--- config.mk ---
export PLATFORM = sky130hd
export DESIGN_NAME = lpr_front
export DESIGN_NICKNAME = d
export VERILOG_FILES = /design/src/length_prefixed_packet_ring_core_assert.svh /design/src/lpr_pkg.sv /design/src/lpr_front.sv
export SDC_FILE = /design/constraint.sdc
export NUM_CORES = 1
export LEC_CHECK = 0
export ABC_AREA = 0
export BUFFER_PORTS_ARGS = -buffer_cell sky130_fd_sc_hd__buf_2
export CAP_MARGIN = 20
export CORE_MARGIN = 3
export CORE_UTILIZATION = 45
export CTS_CLUSTER_DIAMETER = 200
export DETAILED_ROUTE_END_ITERATION = 10
export GPL_TIMING_DRIVEN = 0
export HOLD_SLACK_MARGIN = 0.03
export MAX_ROUTING_LAYER = met4
export PLACE_DENSITY = 0.7
export SYNTH_ARGS = -nofsm -noshare
export SYNTH_HDL_FRONTEND = slang
export SYNTH_SLANG_ARGS = --single-unit
--- constraint.sdc ---
create_clock -name clk -period 4.7 [get_ports clk]
set_clock_uncertainty 0.15 [all_clocks]
set_input_delay 0.94 -clock clk [delete_from_list [all_inputs] [get_ports clk]]
set_output_delay 0.94 -clock clk [all_outputs]
set_load 0.03 [all_outputs]
--- src/length_prefixed_packet_ring_core_assert.svh ---
// Assertion macros used by the packet ring back end.
`ifndef LENGTH_PREFIXED_PACKET_RING_CORE_ASSERT_SVH
`define LENGTH_PREFIXED_PACKET_RING_CORE_ASSERT_SVH

// Same-cycle implication, sampled on clk and disabled during reset.
`define LPR_ASSERT_IMP(lbl, ante, cons) \
  lbl: assert property (@(posedge clk) disable iff (!rst_n) (ante) |-> (cons)) \
    else $error("%m: same-cycle check failed");

// Next-cycle implication, sampled on clk and disabled during reset.
`define LPR_ASSERT_NXT(lbl, ante, cons) \
  lbl: assert property (@(posedge clk) disable iff (!rst_n) (ante) |=> (cons)) \
    else $error("%m: next-cycle check failed");

`endif

--- src/lpr_pkg.sv ---
// Types, codes and constants for the length-prefixed packet ring.
`timescale 1ns / 1ps

package lpr_pkg;

  localparam int RING_AW    = 12;
  localparam int RING_BYTES = 1 << RING_AW;

  localparam logic [12:0] RING_SIZE   = 13'(RING_BYTES);
  localparam logic [12:0] BSIZE_RESET = 13'd4096;

  typedef logic [RING_AW-1:0] lpr_addr_t;

  localparam logic [1:0] ACT_START = 2'd0;
  localparam logic [1:0] ACT_DATA  = 2'd1;
  localparam logic [1:0] ACT_NEXT  = 2'd2;
  localparam logic [1:0] ACT_BYTE  = 2'd3;

  localparam logic [2:0] STAT_OK      = 3'd0;
  localparam logic [2:0] STAT_EMPTY   = 3'd1;
  localparam logic [2:0] STAT_LONG    = 3'd2;
  localparam logic [2:0] STAT_TRASH   = 3'd3;
  localparam logic [2:0] STAT_OVERRUN = 3'd4;
  localparam logic [2:0] STAT_UNEXP   = 3'd5;

  typedef struct packed {
    logic [1:0]  action;
    logic [15:0] packet_length;
    logic [7:0]  data_byte;
    logic [11:0] read_offset;
  } lpr_in_t;

  typedef struct packed {
    logic [2:0]  status;
    logic [15:0] length_out;
    logic [11:0] data_offset;
    logic [7:0]  byte_out;
  } lpr_out_t;

  typedef enum logic [2:0] {
    K_START,
    K_EMPTY,
    K_DATA,
    K_NEXT,
    K_BYTE
  } lpr_kind_t;

  typedef struct packed {
    lpr_kind_t   kind;
    logic [15:0] len;
    logic [7:0]  dbyte;
    logic [11:0] roff;
  } lpr_cmd_t;

  typedef struct packed {
    logic     valid;
    lpr_cmd_t cmd;
  } lpr_qhead_t;

endpackage

--- src/lpr_front.sv ---
// Front end: accepts words, classifies them and queues them for the back end.
`timescale 1ns / 1ps

module lpr_front import lpr_pkg::*; (
  input  logic       clk,
  input  logic       rst_n,
  input  logic       start,
  output logic       busy,
  input  lpr_in_t    in_data,
  output lpr_qhead_t head,
  input  logic       pop
);

  lpr_cmd_t   q_r [2];
  logic       wr_ptr_r, wr_ptr_nxt;
  logic       rd_ptr_r, rd_ptr_nxt;
  logic [1:0] count_r, count_nxt;
  logic       push;
  logic       take;
  lpr_cmd_t   cmd;

  always_comb begin
    cmd.len   = in_data.packet_length;
    cmd.dbyte = in_data.data_byte;
    cmd.roff  = in_data.read_offset;
    case (in_data.action)
      ACT_START: cmd.kind = (in_data.packet_length == 16'd0) ? K_EMPTY : K_START;
      ACT_DATA:  cmd.kind = K_DATA;
      ACT_NEXT:  cmd.kind = K_NEXT;
      ACT_BYTE:  cmd.kind = K_BYTE;
      default:   cmd.kind = K_BYTE;
    endcase
  end

  assign busy = (count_r == 2'd2);
  assign push = start && !busy;
  assign take = pop && (count_r != 2'd0);

  assign head.valid = (count_r != 2'd0);
  assign head.cmd   = q_r[rd_ptr_r];

  always_comb begin
    wr_ptr_nxt = push ? !wr_ptr_r : wr_ptr_r;
    rd_ptr_nxt = take ? !rd_ptr_r : rd_ptr_r;
    count_nxt  = count_r + {1'b0, push} - {1'b0, take};
  end

  always_ff @(posedge clk) begin
    if (!rst_n) begin
      wr_ptr_r <= 1'b0;
      rd_ptr_r <= 1'b0;
      count_r  <= 2'd0;
    end else begin
      wr_ptr_r <= wr_ptr_nxt;
      rd_ptr_r <= rd_ptr_nxt;
      count_r  <= count_nxt;
    end
    if (push) begin
      q_r[wr_ptr_r] <= cmd;
    end
  end

endmodule

==> results by group <==
Synthesis
  • Post-synthesis simple-gate area fraction: 3.14%
  • Library cells used by synthesis: 27
  • Area leader, netlist: edfxtp_1
  • Async SR Flop Fraction: 0%
  • Adder-cell share of the synthesized area: 1.99%
  • Sequential share of the synthesized area: 77.6%
  • FF+latch count, synth: 83
  • Synth Flop Type: edfxtp_1
  • Yosys warnings: 0
  • Complex-gate fraction of the synthesized area: 1.07%
  • Average size of a mapped cell: 19.6 sq um
  • Largest family of logic cells by synthesized area: multiplexers
  • Area contributors post-synth: edfxtp_1 (74%), mux2_2 (14%), dfxtp_1 (3.2%), ha_1 (2.0%), inv_1 (0.72%)
  • Post-synthesis mux area share: 13.9%
  • Synth Cell Area: 3150 sq um
  • Top post-synthesis cells by count: edfxtp_1 (78), mux2_2 (39), inv_1 (6), dfxtp_1 (5), ha_1 (5)
  • EDFF count, synth: 78
  • Top cell type's share of synthesized area: 74.4%
  • Post-Syn Nets: 208
  • Cells after Synth: 161
  • Xor/xnor share of the synthesized area: 0.556%
  • Count leader, synth: edfxtp_1

Critical path
  • Buf/Inv on CP: 3
  • CP top delay family: buffers and inverters
  • Crit-path max cell delay: 370 ps
  • Setup CP Type: reg2out
  • Startpoint Class: register
  • Crit end category: output port
  • Critical-path top delay cell: dfxtp_1
  • Worst Path Max Fanout: 10
  • WP data required: 3610 ps
  • Crit path DAT: 1620 ps
  • CP cell instances: buf_4, buf_6, mux2_2, buf_2

Outcome
  • Status: finished, final reports clean

Power and ir drop
  • Switching Power: 0.000743 W
  • Pwr/cell area: 579 nW/um^2
  • Part of the power in registers: 43.3%
  • Internal Pwr Total: 0.00151 W
  • Sw Share: 33.0%
  • Static leakage: 1.50 nW
  • Clk pwr share: 23.5%
  • Combinational Power Share: 33.2%
  • Maximum VDD drop: 0.311 mV

Clock network
  • Register clock-pin slew on the reported worst setup and hold paths: 70 ps
  • Post-CTS sizing: 0
  • CTS tree: built
  • CTS sink cnt: 83
  • Root Buffer: clkbuf_8
  • Total CTS buffers: 9
  • Longest Clk Path Bufs: 2
  • CTS Hold Bufs: 0
  • H-tree depth: 3
  • # Post-CTS Setup Buffers: 0
  • Clk_lat worst skew: 340 ps

Floorplanning
  • Die height: 89.7 um
  • Die area: 8040 sq um
  • Starting Density: 48.0%
  • Top Ports: 83
  • Std-Cell Rows: 29
  • Die X: 89.7 um
  • Core area: 6570 sq um

Timing
  • Final min period: 2710 ps
  • Final max-slew violation count: 0
  • Worst-Margin Slew: 933 ps
  • Slew HR: 37.8%
  • Unrepaired setup endpoints after global routing: false
  • Setup violators final: 0
  • F_max: 0.368 GHz
  • Hold Violations, Final: 0
  • Period utilization: 57.7%
  • Total negative slack: 0 ps

GRT
  • Number of global-route vias before repair: 1715
  • Initial antenna violation count: 0
  • First-pass GRT wire length: 7870 um
  • Total track usage: 14.2%
  • Pin count of the biggest net entering global routing: 40
  • Total gr overflow: 0

Route
  • Final wirelength: 5100 um
  • DR iter-0 viols: 43
  • # DRC: 0
  • Wire per inst: 14.5 um
  • Total iterations of the first detailed-routing run: 4
  • DRT antenna net count: 0
  • Routed vias/inst: 4.80
  • Vias post-DR: 1690

Place
  • Inst Count DP: 336
  • Placer Congestion: 0.669
  • Port bufs: 82
  • HPWL after DPL: 3470 um

Cells and area
  • Final nets: 301
  • Multi-input logic area: 652 sq um
  • Layout cells sized above 1: 56.0%
  • Register cell area after layout: 2440 sq um
  • Fill cells: 508
  • Synth-to-Final Area Change: 23.4%
  • N_diodes: 0
  • Post-Layout Cell Count: 352

Worst hold path
  • Worst min path class: reg2reg

Flow run
  • Max cap viols: 0
-- power groups by stage --
stage                     clock, W  sequential, W  combinational (W)
after floorplan                  0       0.000983           0.000566
after global placement           0       0.000990           0.000758
after detailed placement         0       0.000993           0.000761
after CTS                 0.000543       0.000977           0.000763
after global routing      0.000577       0.000988           0.000811
final                     0.000529       0.000975           0.000748
-- worst register-to-register path, delay by kind of cell, from the launching register on --
kind                   cells  cell delay, ps
DFF                        1             360
buffers and inverters      2             680
and+or+nand+nor            2             500
-- flip-flops by register name, indices dropped and copies added (netlist names), named ones only --
name,count
count_r,2
q_r,78
rd_ptr_r,1
wr_ptr_r,1
-- final timing paths --
kind	startpoint	end	slack, ps	cells past startpoint
max	register	head[29]	1990	4
min	wr_ptr_r	wr_ptr_r	360	2
max reg2reg	count_r[0]	q_r[0][16]	2640	4
min reg2reg	wr_ptr_r	wr_ptr_r	360	2
-- through the flow --
step	setup slack, ps	hold slack [ps]	power, W	util (%)	area, sq um
after CTS	1940	358	0.00228	59.2	3880
after global routing	1910	385	0.00238	59.2	3880
after floorplan	2050	308	0.00155	-	3150
after global placement	1510	323	0.00175	56.0	3680
final	1990	361	0.00225	59.2	3880
after detailed placement	2000	347	0.00175	56.0	3680
-- area by class of cell --
| cell class | count | share of cell area [%] |
|---|---|---|
| clock inverter | 5 | 2.00 |
| tap | 93 | 3.00 |
| buffer | 4 | 0.741 |
| multi-input combinational | 67 | 16.8 |
| sequential | 83 | 62.9 |
| timing repair buffer | 82 | 10.6 |
| clock buffer | 11 | 3.38 |
| inverter | 7 | 0.676 |
-- cell families (layout without fill, tap and decap cells) --
group,after synthesis,count (layout)
DFF,83,83
muxes,39,39
and+or+nand+nor,17,17
buffers and inverters,11,109
adders and majority gates,5,5
AOI/OAI and AO/OA,4,4
xor gates and xnor gates,2,2
-- cells in the final DEF (no fill, tap or decap), types with 2 or more instances in the layout --
master,n
nor2_1,4
bufinv_16,2
nor4_1,2
and2_1,2
dfxtp_1,5
inv_1,5
inv_2,2
edfxtp_1,78
clkbuf_1,2
clkinv_2,2
ha_1,5
buf_2,84
clkbuf_8,9
mux2_2,39
-- layer usage --
metal / routed length (um) / share of wire [%] / vias to the layer above / GRT usage, %
li1: - / - / 807 / -
met1: 2230 / 44 / 806 / 16.3
met2: 2390 / 47 / 66 / 22.3
met3: 378 / 7.4 / 11 / 4.11
met4: 101 / 2.0 / 0 / 8.12
met5: 0 / 0 / - / -
No activity file was read; power rests on OpenSTA's default activity.
