$ cat src/length_prefixed_packet_ring_core_assert.svh
// Assertion macros used by the packet ring back end.
`ifndef LENGTH_PREFIXED_PACKET_RING_CORE_ASSERT_SVH
`define LENGTH_PREFIXED_PACKET_RING_CORE_ASSERT_SVH

// Same-cycle implication, sampled on clk and disabled during reset.
`define LPR_ASSERT_IMP(lbl, ante, cons) \
  lbl: assert property (@(posedge clk) disable iff (!rst_n) (ante) |-> (cons)) \
    else $error("%m: same-cycle check failed");

// Next-cycle implication, sampled on clk and disabled during reset.
`define LPR_ASSERT_NXT(lbl, ante, cons) \
  lbl: assert property (@(posedge clk) disable iff (!rst_n) (ante) |=> (cons)) \
    else $error("%m: next-cycle check failed");

`endif

$ cat src/lpr_pkg.sv
// Types, codes and constants for the length-prefixed packet ring.
`timescale 1ns / 1ps

package lpr_pkg;

  localparam int RING_AW    = 12;
  localparam int RING_BYTES = 1 << RING_AW;

  localparam logic [12:0] RING_SIZE   = 13'(RING_BYTES);
  localparam logic [12:0] BSIZE_RESET = 13'd4096;

  typedef logic [RING_AW-1:0] lpr_addr_t;

  localparam logic [1:0] ACT_START = 2'd0;
  localparam logic [1:0] ACT_DATA  = 2'd1;
  localparam logic [1:0] ACT_NEXT  = 2'd2;
  localparam logic [1:0] ACT_BYTE  = 2'd3;

  localparam logic [2:0] STAT_OK      = 3'd0;
  localparam logic [2:0] STAT_EMPTY   = 3'd1;
  localparam logic [2:0] STAT_LONG    = 3'd2;
  localparam logic [2:0] STAT_TRASH   = 3'd3;
  localparam logic [2:0] STAT_OVERRUN = 3'd4;
  localparam logic [2:0] STAT_UNEXP   = 3'd5;

  typedef struct packed {
    logic [1:0]  action;
    logic [15:0] packet_length;
    logic [7:0]  data_byte;
    logic [11:0] read_offset;
  } lpr_in_t;

  typedef struct packed {
    logic [2:0]  status;
    logic [15:0] length_out;
    logic [11:0] data_offset;
    logic [7:0]  byte_out;
  } lpr_out_t;

  typedef enum logic [2:0] {
    K_START,
    K_EMPTY,
    K_DATA,
    K_NEXT,
    K_BYTE
  } lpr_kind_t;

  typedef struct packed {
    lpr_kind_t   kind;
    logic [15:0] len;
    logic [7:0]  dbyte;
    logic [11:0] roff;
  } lpr_cmd_t;

  typedef struct packed {
    logic     valid;
    lpr_cmd_t cmd;
  } lpr_qhead_t;

endpackage

$ cat src/lpr_back.sv
// Back end: executes queued words against the ring pointers and the byte store.
`timescale 1ns / 1ps

`include "length_prefixed_packet_ring_core_assert.svh"

module lpr_back import lpr_pkg::*; (
  input  logic        clk,
  input  logic        rst_n,
  input  lpr_qhead_t  head,
  output logic        pop,
  input  logic        cfg_valid,
  output logic        cfg_ready,
  input  logic [12:0] cfg_data,
  output logic        ram_we,
  output lpr_addr_t   ram_addr,
  output logic [7:0]  ram_wdata,
  input  logic [7:0]  ram_rdata,
  output logic        out_valid,
  output lpr_out_t    out_data
);

  typedef enum logic [3:0] {
    S_IDLE,
    S_CHECK,
    S_MARK0,
    S_MARK1,
    S_HDR0,
    S_HDR1,
    S_DATA,
    S_NXBASE,
    S_RDA,
    S_RDB,
    S_RDC,
    S_BYA,
    S_BYB
  } state_t;

  state_t      state_r, state_nxt;
  lpr_cmd_t    cmd_r, cmd_nxt;
  logic [12:0] wp_r, wp_nxt;
  logic [12:0] rp_r, rp_nxt;
  logic [15:0] prev_r, prev_nxt;
  logic        wrapped_r, wrapped_nxt;
  lpr_addr_t   fp_r, fp_nxt;
  logic [15:0] frem_r, frem_nxt;
  logic [12:0] bsize_r, bsize_nxt;
  lpr_addr_t   addr_r, addr_nxt;
  logic [2:0]  stat_r, stat_nxt;
  logic [7:0]  lo_r, lo_nxt;
  logic        second_r, second_nxt;
  logic        out_valid_r, out_valid_nxt;
  lpr_out_t    out_r, out_nxt;

  logic [12:0] size;
  logic [17:0] size18, wp18, rp18, len18, need, need_eff, rsum, base;
  logic        wrap, mark, trash, overrun, too_long;
  logic        rd_wrap;
  logic [2:0]  start_stat;
  logic [15:0] rd_len;
  logic        we_state;

  assign cfg_ready = 1'b1;
  assign out_valid = out_valid_r;
  assign out_data  = out_r;
  assign pop       = (state_r == S_IDLE) && head.valid;
  assign we_state  = (state_r == S_MARK0) || (state_r == S_MARK1) || (state_r == S_HDR0) ||
                     (state_r == S_HDR1) || (state_r == S_DATA);

  // Start-write and read-next checks, all taken against the pointers as they stand.
  always_comb begin
    size     = (bsize_r > RING_SIZE) ? RING_SIZE : bsize_r;
    size18   = {5'd0, size};
    wp18     = {5'd0, wp_r};
    rp18     = {5'd0, rp_r};
    len18    = {2'd0, cmd_r.len};
    need     = wp18 + len18 + 18'd2;
    too_long = len18 > size18;
    wrap     = need >= size18;
    mark     = wrap && ((wp18 + 18'd2) <= size18);
    trash    = wrap && (rp_r >= wp_r);
    need_eff = wrap ? (len18 + 18'd2) : need;
    overrun  = (wrap || wrapped_r) && (need_eff > rp18);
    if (trash) begin
      start_stat = STAT_TRASH;
    end else if (overrun) begin
      start_stat = STAT_OVERRUN;
    end else begin
      start_stat = STAT_OK;
    end
    rsum    = rp18 + {2'd0, prev_r};
    rd_wrap = (rsum + 18'd2) > size18;
    base    = rd_wrap ? 18'd0 : rsum;
    rd_len  = {ram_rdata, lo_r};
  end

  always_comb begin
    state_nxt     = state_r;
    cmd_nxt       = cmd_r;
    wp_nxt        = wp_r;
    rp_nxt        = rp_r;
    prev_nxt      = prev_r;
    wrapped_nxt   = wrapped_r;
    fp_nxt        = fp_r;
    frem_nxt      = frem_r;
    bsize_nxt     = cfg_valid ? cfg_data : bsize_r;
    addr_nxt      = addr_r;
    stat_nxt      = stat_r;
    lo_nxt        = lo_r;
    second_nxt    = second_r;
    out_valid_nxt = 1'b0;
    out_nxt       = out_r;
    ram_we        = 1'b0;
    ram_addr      = addr_r;
    ram_wdata     = 8'd0;

    case (state_r)
      S_IDLE: begin
        if (head.valid) begin
          cmd_nxt = head.cmd;
          case (head.cmd.kind)
            K_START: state_nxt = S_CHECK;
            K_EMPTY: state_nxt = S_CHECK;
            K_DATA:  state_nxt = S_DATA;
            K_NEXT:  state_nxt = S_NXBASE;
            K_BYTE:  state_nxt = S_BYA;
            default: state_nxt = S_IDLE;
          endcase
        end
      end
      S_CHECK: begin
        out_nxt = '0;
        if (cmd_r.kind == K_EMPTY) begin
          frem_nxt       = 16'd0;
          out_nxt.status = STAT_EMPTY;
          out_valid_nxt  = 1'b1;
          state_nxt      = S_IDLE;
        end else if (too_long) begin
          frem_nxt       = 16'd0;
          out_nxt.status = STAT_LONG;
          out_valid_nxt  = 1'b1;
          state_nxt      = S_IDLE;
        end else begin
          // The marker goes at the old write point; the header at the new one.
          addr_nxt = (wrap && !mark) ? '0 : wp_r[RING_AW-1:0];
          if (wrap && !trash) begin
            wp_nxt      = 13'd0;
            wrapped_nxt = 1'b1;
          end
          stat_nxt = start_stat;
          if (start_stat != STAT_OK) begin
            frem_nxt = 16'd0;
          end
          if (mark) begin
            state_nxt = S_MARK0;
          end else if (start_stat == STAT_OK) begin
            state_nxt = S_HDR0;
          end else begin
            out_nxt.status = start_stat;
            out_valid_nxt  = 1'b1;
            state_nxt      = S_IDLE;
          end
        end
      end
      S_MARK0: begin
        ram_we    = 1'b1;
        addr_nxt  = addr_r + lpr_addr_t'(1);
        state_nxt = S_MARK1;
      end
      S_MARK1: begin
        ram_we = 1'b1;
        if (stat_r == STAT_OK) begin
          addr_nxt  = wp_r[RING_AW-1:0];
          state_nxt = S_HDR0;
        end else begin
          out_nxt        = '0;
          out_nxt.status = stat_r;
          out_valid_nxt  = 1'b1;
          state_nxt      = S_IDLE;
        end
      end
      S_HDR0: begin
        ram_we    = 1'b1;
        ram_wdata = cmd_r.len[7:0];
        addr_nxt  = addr_r + lpr_addr_t'(1);
        state_nxt = S_HDR1;
      end
      S_HDR1: begin
        ram_we         = 1'b1;
        ram_wdata      = cmd_r.len[15:8];
        fp_nxt         = addr_r + lpr_addr_t'(1);
        frem_nxt       = cmd_r.len;
        wp_nxt         = need[12:0];
        out_nxt        = '0;
        out_nxt.status = STAT_OK;
        out_valid_nxt  = 1'b1;
        state_nxt      = S_IDLE;
      end
      S_DATA: begin
        out_nxt = '0;
        if (frem_r == 16'd0) begin
          out_nxt.status = STAT_UNEXP;
        end else begin
          ram_we         = 1'b1;
          ram_addr       = fp_r;
          ram_wdata      = cmd_r.dbyte;
          fp_nxt         = fp_r + lpr_addr_t'(1);
          frem_nxt       = frem_r - 16'd1;
          out_nxt.status = STAT_OK;
        end
        out_valid_nxt = 1'b1;
        state_nxt     = S_IDLE;
      end
      S_NXBASE: begin
        if (rd_wrap) begin
          wrapped_nxt = 1'b0;
        end
        addr_nxt   = base[RING_AW-1:0];
        rp_nxt     = base[12:0] + 13'd2;
        second_nxt = 1'b0;
        state_nxt  = S_RDA;
      end
      S_RDA: begin
        addr_nxt  = addr_r + lpr_addr_t'(1);
        state_nxt = S_RDB;
      end
      S_RDB: begin
        lo_nxt    = ram_rdata;
        state_nxt = S_RDC;
      end
      S_RDC: begin
        // A zero length is the writer's wrap marker: restart at offset 0 once.
        if ((rd_len == 16'd0) && !second_r) begin
          wrapped_nxt = 1'b0;
          rp_nxt      = 13'd2;
          addr_nxt    = '0;
          second_nxt  = 1'b1;
          state_nxt   = S_RDA;
        end else begin
          prev_nxt            = rd_len;
          out_nxt             = '0;
          out_nxt.status      = STAT_OK;
          out_nxt.length_out  = rd_len;
          out_nxt.data_offset = rp_r[11:0];
          out_valid_nxt       = 1'b1;
          state_nxt           = S_IDLE;
        end
      end
      S_BYA: begin
        ram_addr  = cmd_r.roff;
        state_nxt = S_BYB;
      end
      S_BYB: begin
        out_nxt          = '0;
        out_nxt.status   = STAT_OK;
        out_nxt.byte_out = ram_rdata;
        out_valid_nxt    = 1'b1;
        state_nxt        = S_IDLE;
      end
      default: begin
        state_nxt = S_IDLE;
      end
    endcase
  end

  always_ff @(posedge clk) begin
    if (!rst_n) begin
      state_r     <= S_IDLE;
      wp_r        <= 13'd0;
      rp_r        <= 13'd0;
      prev_r      <= 16'd0;
      wrapped_r   <= 1'b0;
      fp_r        <= '0;
      frem_r      <= 16'd0;
      bsize_r     <= BSIZE_RESET;
      second_r    <= 1'b0;
      out_valid_r <= 1'b0;
    end else begin
      state_r     <= state_nxt;
      wp_r        <= wp_nxt;
      rp_r        <= rp_nxt;
      prev_r      <= prev_nxt;
      wrapped_r   <= wrapped_nxt;
      fp_r        <= fp_nxt;
      frem_r      <= frem_nxt;
      bsize_r     <= bsize_nxt;
      second_r    <= second_nxt;
      out_valid_r <= out_valid_nxt;
    end
    cmd_r  <= cmd_nxt;
    addr_r <= addr_nxt;
    stat_r <= stat_nxt;
    lo_r   <= lo_nxt;
    out_r  <= out_nxt;
  end

  `LPR_ASSERT_NXT(a_strobe_single, out_valid_r, !out_valid_r)
  `LPR_ASSERT_NXT(a_pop_leaves_idle, pop, state_r != S_IDLE)
  `LPR_ASSERT_IMP(a_we_states, ram_we, we_state)
  `LPR_ASSERT_IMP(a_ptr_bound, 1'b1, (wp_r <= RING_SIZE) && (rp_r <= RING_SIZE))

endmodule

$ cat config.mk
export PLATFORM = sky130hd
export DESIGN_NAME = lpr_back
export DESIGN_NICKNAME = d
export VERILOG_FILES = /design/src/lpr_pkg.sv /design/src/lpr_back.sv
export VERILOG_INCLUDE_DIRS = /design/src /design/src/src
export SDC_FILE = /design/constraint.sdc
export NUM_CORES = 1
export LEC_CHECK = 0
export BUFFER_PORTS_ARGS = -buffer_cell sky130_fd_sc_hd__buf_2
export CORE_MARGIN = 4
export CORE_UTILIZATION = 32
export DETAILED_ROUTE_END_ITERATION = 16
export MAX_ROUTING_LAYER = met4
export PLACE_DENSITY = 0.52
export RECOVER_POWER = 25
export SYNTH_ARGS = -nofsm -noshare
export SYNTH_HDL_FRONTEND = slang
export SYNTH_SLANG_ARGS = --single-unit
$ cat constraint.sdc
create_clock -name clk -period 7.5 [get_ports clk]
set_input_delay 0.375 -clock clk [delete_from_list [all_inputs] [get_ports clk]]
set_output_delay 0.375 -clock clk [all_outputs]
set_load 0.05 [all_outputs]
==> results.md <==
- Status: finished, final reports clean
- Psw: between 0.001 and 0.0015 W
- Area leader, netlist: edfxtp_1
- Gr ovfl total: 0
- Maximum vdd ir drop: 168 uV
- Largest net degree at the start of global routing: 95
- Crit end category: register
- RSZ-0062 raised after global routing: no
- Global-route wire length before repair: between 60 and 70 mm
- # DRC: 0
- Synth Flop Type: edfxtp_1
- Worst-case clock buffer depth: 2
- Die Footprint: 0.0430 mm^2
- Worst rel slew slack: 0.214
- Yosys warnings: 0
- Asr flop ratio synth: 0
- DR WL/cell: 21.0 um
- Seq/Total Area, Yosys: 0.378
- Switching part of the total: 0.367
- Register area: roughly 0.0048 mm^2
- Drt first pass iters: 5
- Final Setup Violations: 0
- Avg Cell Area, Syn: 9.10 um^2
- Clk network pwr share: 0.325
- Final period util: 0.931
- I/O pin cnt: approximately 130
- CP max stage delay: 440 ps
- Total Routing Usage GR: 0.199
- Final min period: ~7000 ps
- Layout area overhead: 14.1%
- Synth cell count leaders: nand2_1, ha_1, edfxtp_1
- Initial DRC count: approximately 1100
- Starting Density: 0.326
- Die Y: 207 um
- Leakage: 5.93 nW
- Largest cells by area after synthesis: edfxtp_1, dfxtp_1, ha_1, nand2_1, o21ai_0
- # diodes: 0
- RD Place Congestion: 0.903
- Area of the multi-input gates: ~0.0074 mm^2
- Via Count: 11000
- Port Buffer Count: 125
- CTS Buf Count: 17
- Clock-pin transition on the worst setup and hold timing paths: 80 ps
- Fill count: 4040
- Core area: 0.0390 mm^2
- Crit path required time: approximately 7900 ps
- Cells after Synth: roughly 1400
- Peak Freq: 0.143 GHz
- Final Hold Fails: 0
- CP arrival: around 7400 ps
- Final ANT Viol Nets: 0
- Fin Clk Skew: 14.1 ps
- Initial antenna violation count: 0
- Critical path type: register to register
- CTS tree: done
- Slowest-stage cell, CP: dfxtp_1
- Row Count: 72
- Pwr Total: 0.00295 W
- Die X: 207 um
- Total negative slack: 0 ps
- Cell Pwr Density: 203 mW/mm^2
- Seq pwr share: 0.429
- Vias per Instance: 5.42
- Layout cell share with drive strength beyond 1: 0.111
- Max-cap violation count: 0
- DP HPWL: 32.4 mm
- Mapped Area: 0.0127 mm^2
- Worst Tran Pin Value: 1180 ps
- Post-synthesis register bit count: 190
- Detailed Route WL: 42.7 mm
- Clk sinks: 190
- Vias in the first global route: between 10000 and 15000
- Most frequent cell after synthesis: nand2_1
- Crit start category: register
- WHS: ~83 ps
- Fin nets: 1697
- Post-synth net total: 1589
- Final core utilization: 0.372
- CP max FO: 16
- Int Pwr: 0.00187 W
- Yosys top cell area share: 0.236
- Root Buffer Master: clkbuf_16
- Netlist cell types: 82
- H-Tree Depth: 4
- Comb power frac: 0.245
- Skew-Pair Late Insertion Delay: 460 ps
- Post-synth EDFFs: 100
- Max Transition Viols Final: 0
- HP Class: input pin to register
-- cell type report --
class,instances,share of cell area
clock buffer,17,0.0293
clock inverter,15,0.0127
timing repair buffer,151,0.0529
inverter,75,0.0194
tap,518,0.0447
sequential,190,0.331
multi-input combinational,1072,0.510
-- flip-flops by register name (all words and copies together), names as in the netlist --
| register | count |
|---|---|
| wp_r | 13 |
| frem_r | 16 |
| prev_r | 16 |
| wrapped_r | 1 |
| cmd_r | 39 |
| rp_r | 13 |
| stat_r | 2 |
| second_r | 1 |
| fp_r | 12 |
| state_r | 4 |
| lo_r | 8 |
| addr_r | 12 |
| out_data | 39 |
| bsize_r | 13 |
| out_valid | 1 |
-- kinds of logic (layout without fill, tap and decap cells) --
kind of cell / after synthesis / count (layout) / share of synthesized area
adder cells (fa/ha/maj): 127 / 127 / 0.126
other: 1 / 1 / 0.000295
AND/OR/NAND/NOR: 488 / 488 / 0.191
flip-flops: 190 / 190 / 0.378
buffers and inverters: 137 / 258 / 0.0427
XOR/XNOR: 66 / 66 / 0.0454
AO/OA/AOI/OAI: 364 / 364 / 0.196
multiplexers: 26 / 26 / 0.0213
-- power by group through the flow --
stage	logic [W]	registers (W)	clock network (W)
after floorplan	0.000440	0.00135	0
after global placement	0.000728	0.00129	0
after detailed placement	0.000727	0.00129	0
after CTS	0.000732	0.00126	0.000984
after global routing	0.000795	0.00128	0.00103
final	0.000724	0.00126	0.000960
-- per-stage QoR --
step	area, um^2	cells	worst slack (ps)
final	14500	2038	519
after global routing	14500	2038	35.8
after CTS	14600	2038	413
after detailed placement	14000	2006	450
after global placement	14000	2006	701
after floorplan	12700	1399	1160
-- worst max-delay path: cells and delay by family (launching register included) --
kind / cells / cell delay (ps)
flip-flops: 1 / 440
buffers and inverters: 3 / 430
multiplexers: 2 / 550
AO/OA/AOI/OAI: 15 / 3280
XOR/XNOR: 1 / 260
adder cells (fa/ha/maj): 5 / 1420
AND/OR/NAND/NOR: 2 / 500
-- path summary, 6_finish.rpt --
kind,from,endpoint,slack [ps],cells past startpoint
hold reg to reg,frem_r[12],frem_r[12],490,2
setup / recovery,wp_r[1],frem_r[12],520,28
setup reg to reg,wp_r[1],frem_r[12],520,28
hold / removal,head[3],cmd_r[3],80,1
-- metal layers --
layer,up-vias,global-route usage,part of all wire
met5,-,-,0
met4,0,0.0383,0.012
met3,33,0.0277,0.043
met2,280,0.308,0.46
met1,5367,0.281,0.49
li1,5360,-,-
-- timing repair --
item,in CTS,in global routing
gates resized for setup,0,2
hold endpoints to repair,0,0
setup buffers,0,0
setup endpoints to repair,0,16
hold buffers,0,0
-- cells in the final DEF, fill, tap and decap left out, types with 26 or more instances in the layout --
cell type and n:
nand3_1 36, xor2_1 28, buf_4 26, inv_1 75
nand2_1 156, nor2_1 79, a21o_1 35, o21ai_0 76
nor4_1 31, ha_1 124, buf_2 83, clkbuf_1 42
and2_1 45, edfxtp_1 100, dfxtp_1 90, nor2b_1 45
xnor2_1 38, a21oi_1 72
No activity file was read; power rests on OpenSTA's default activity.
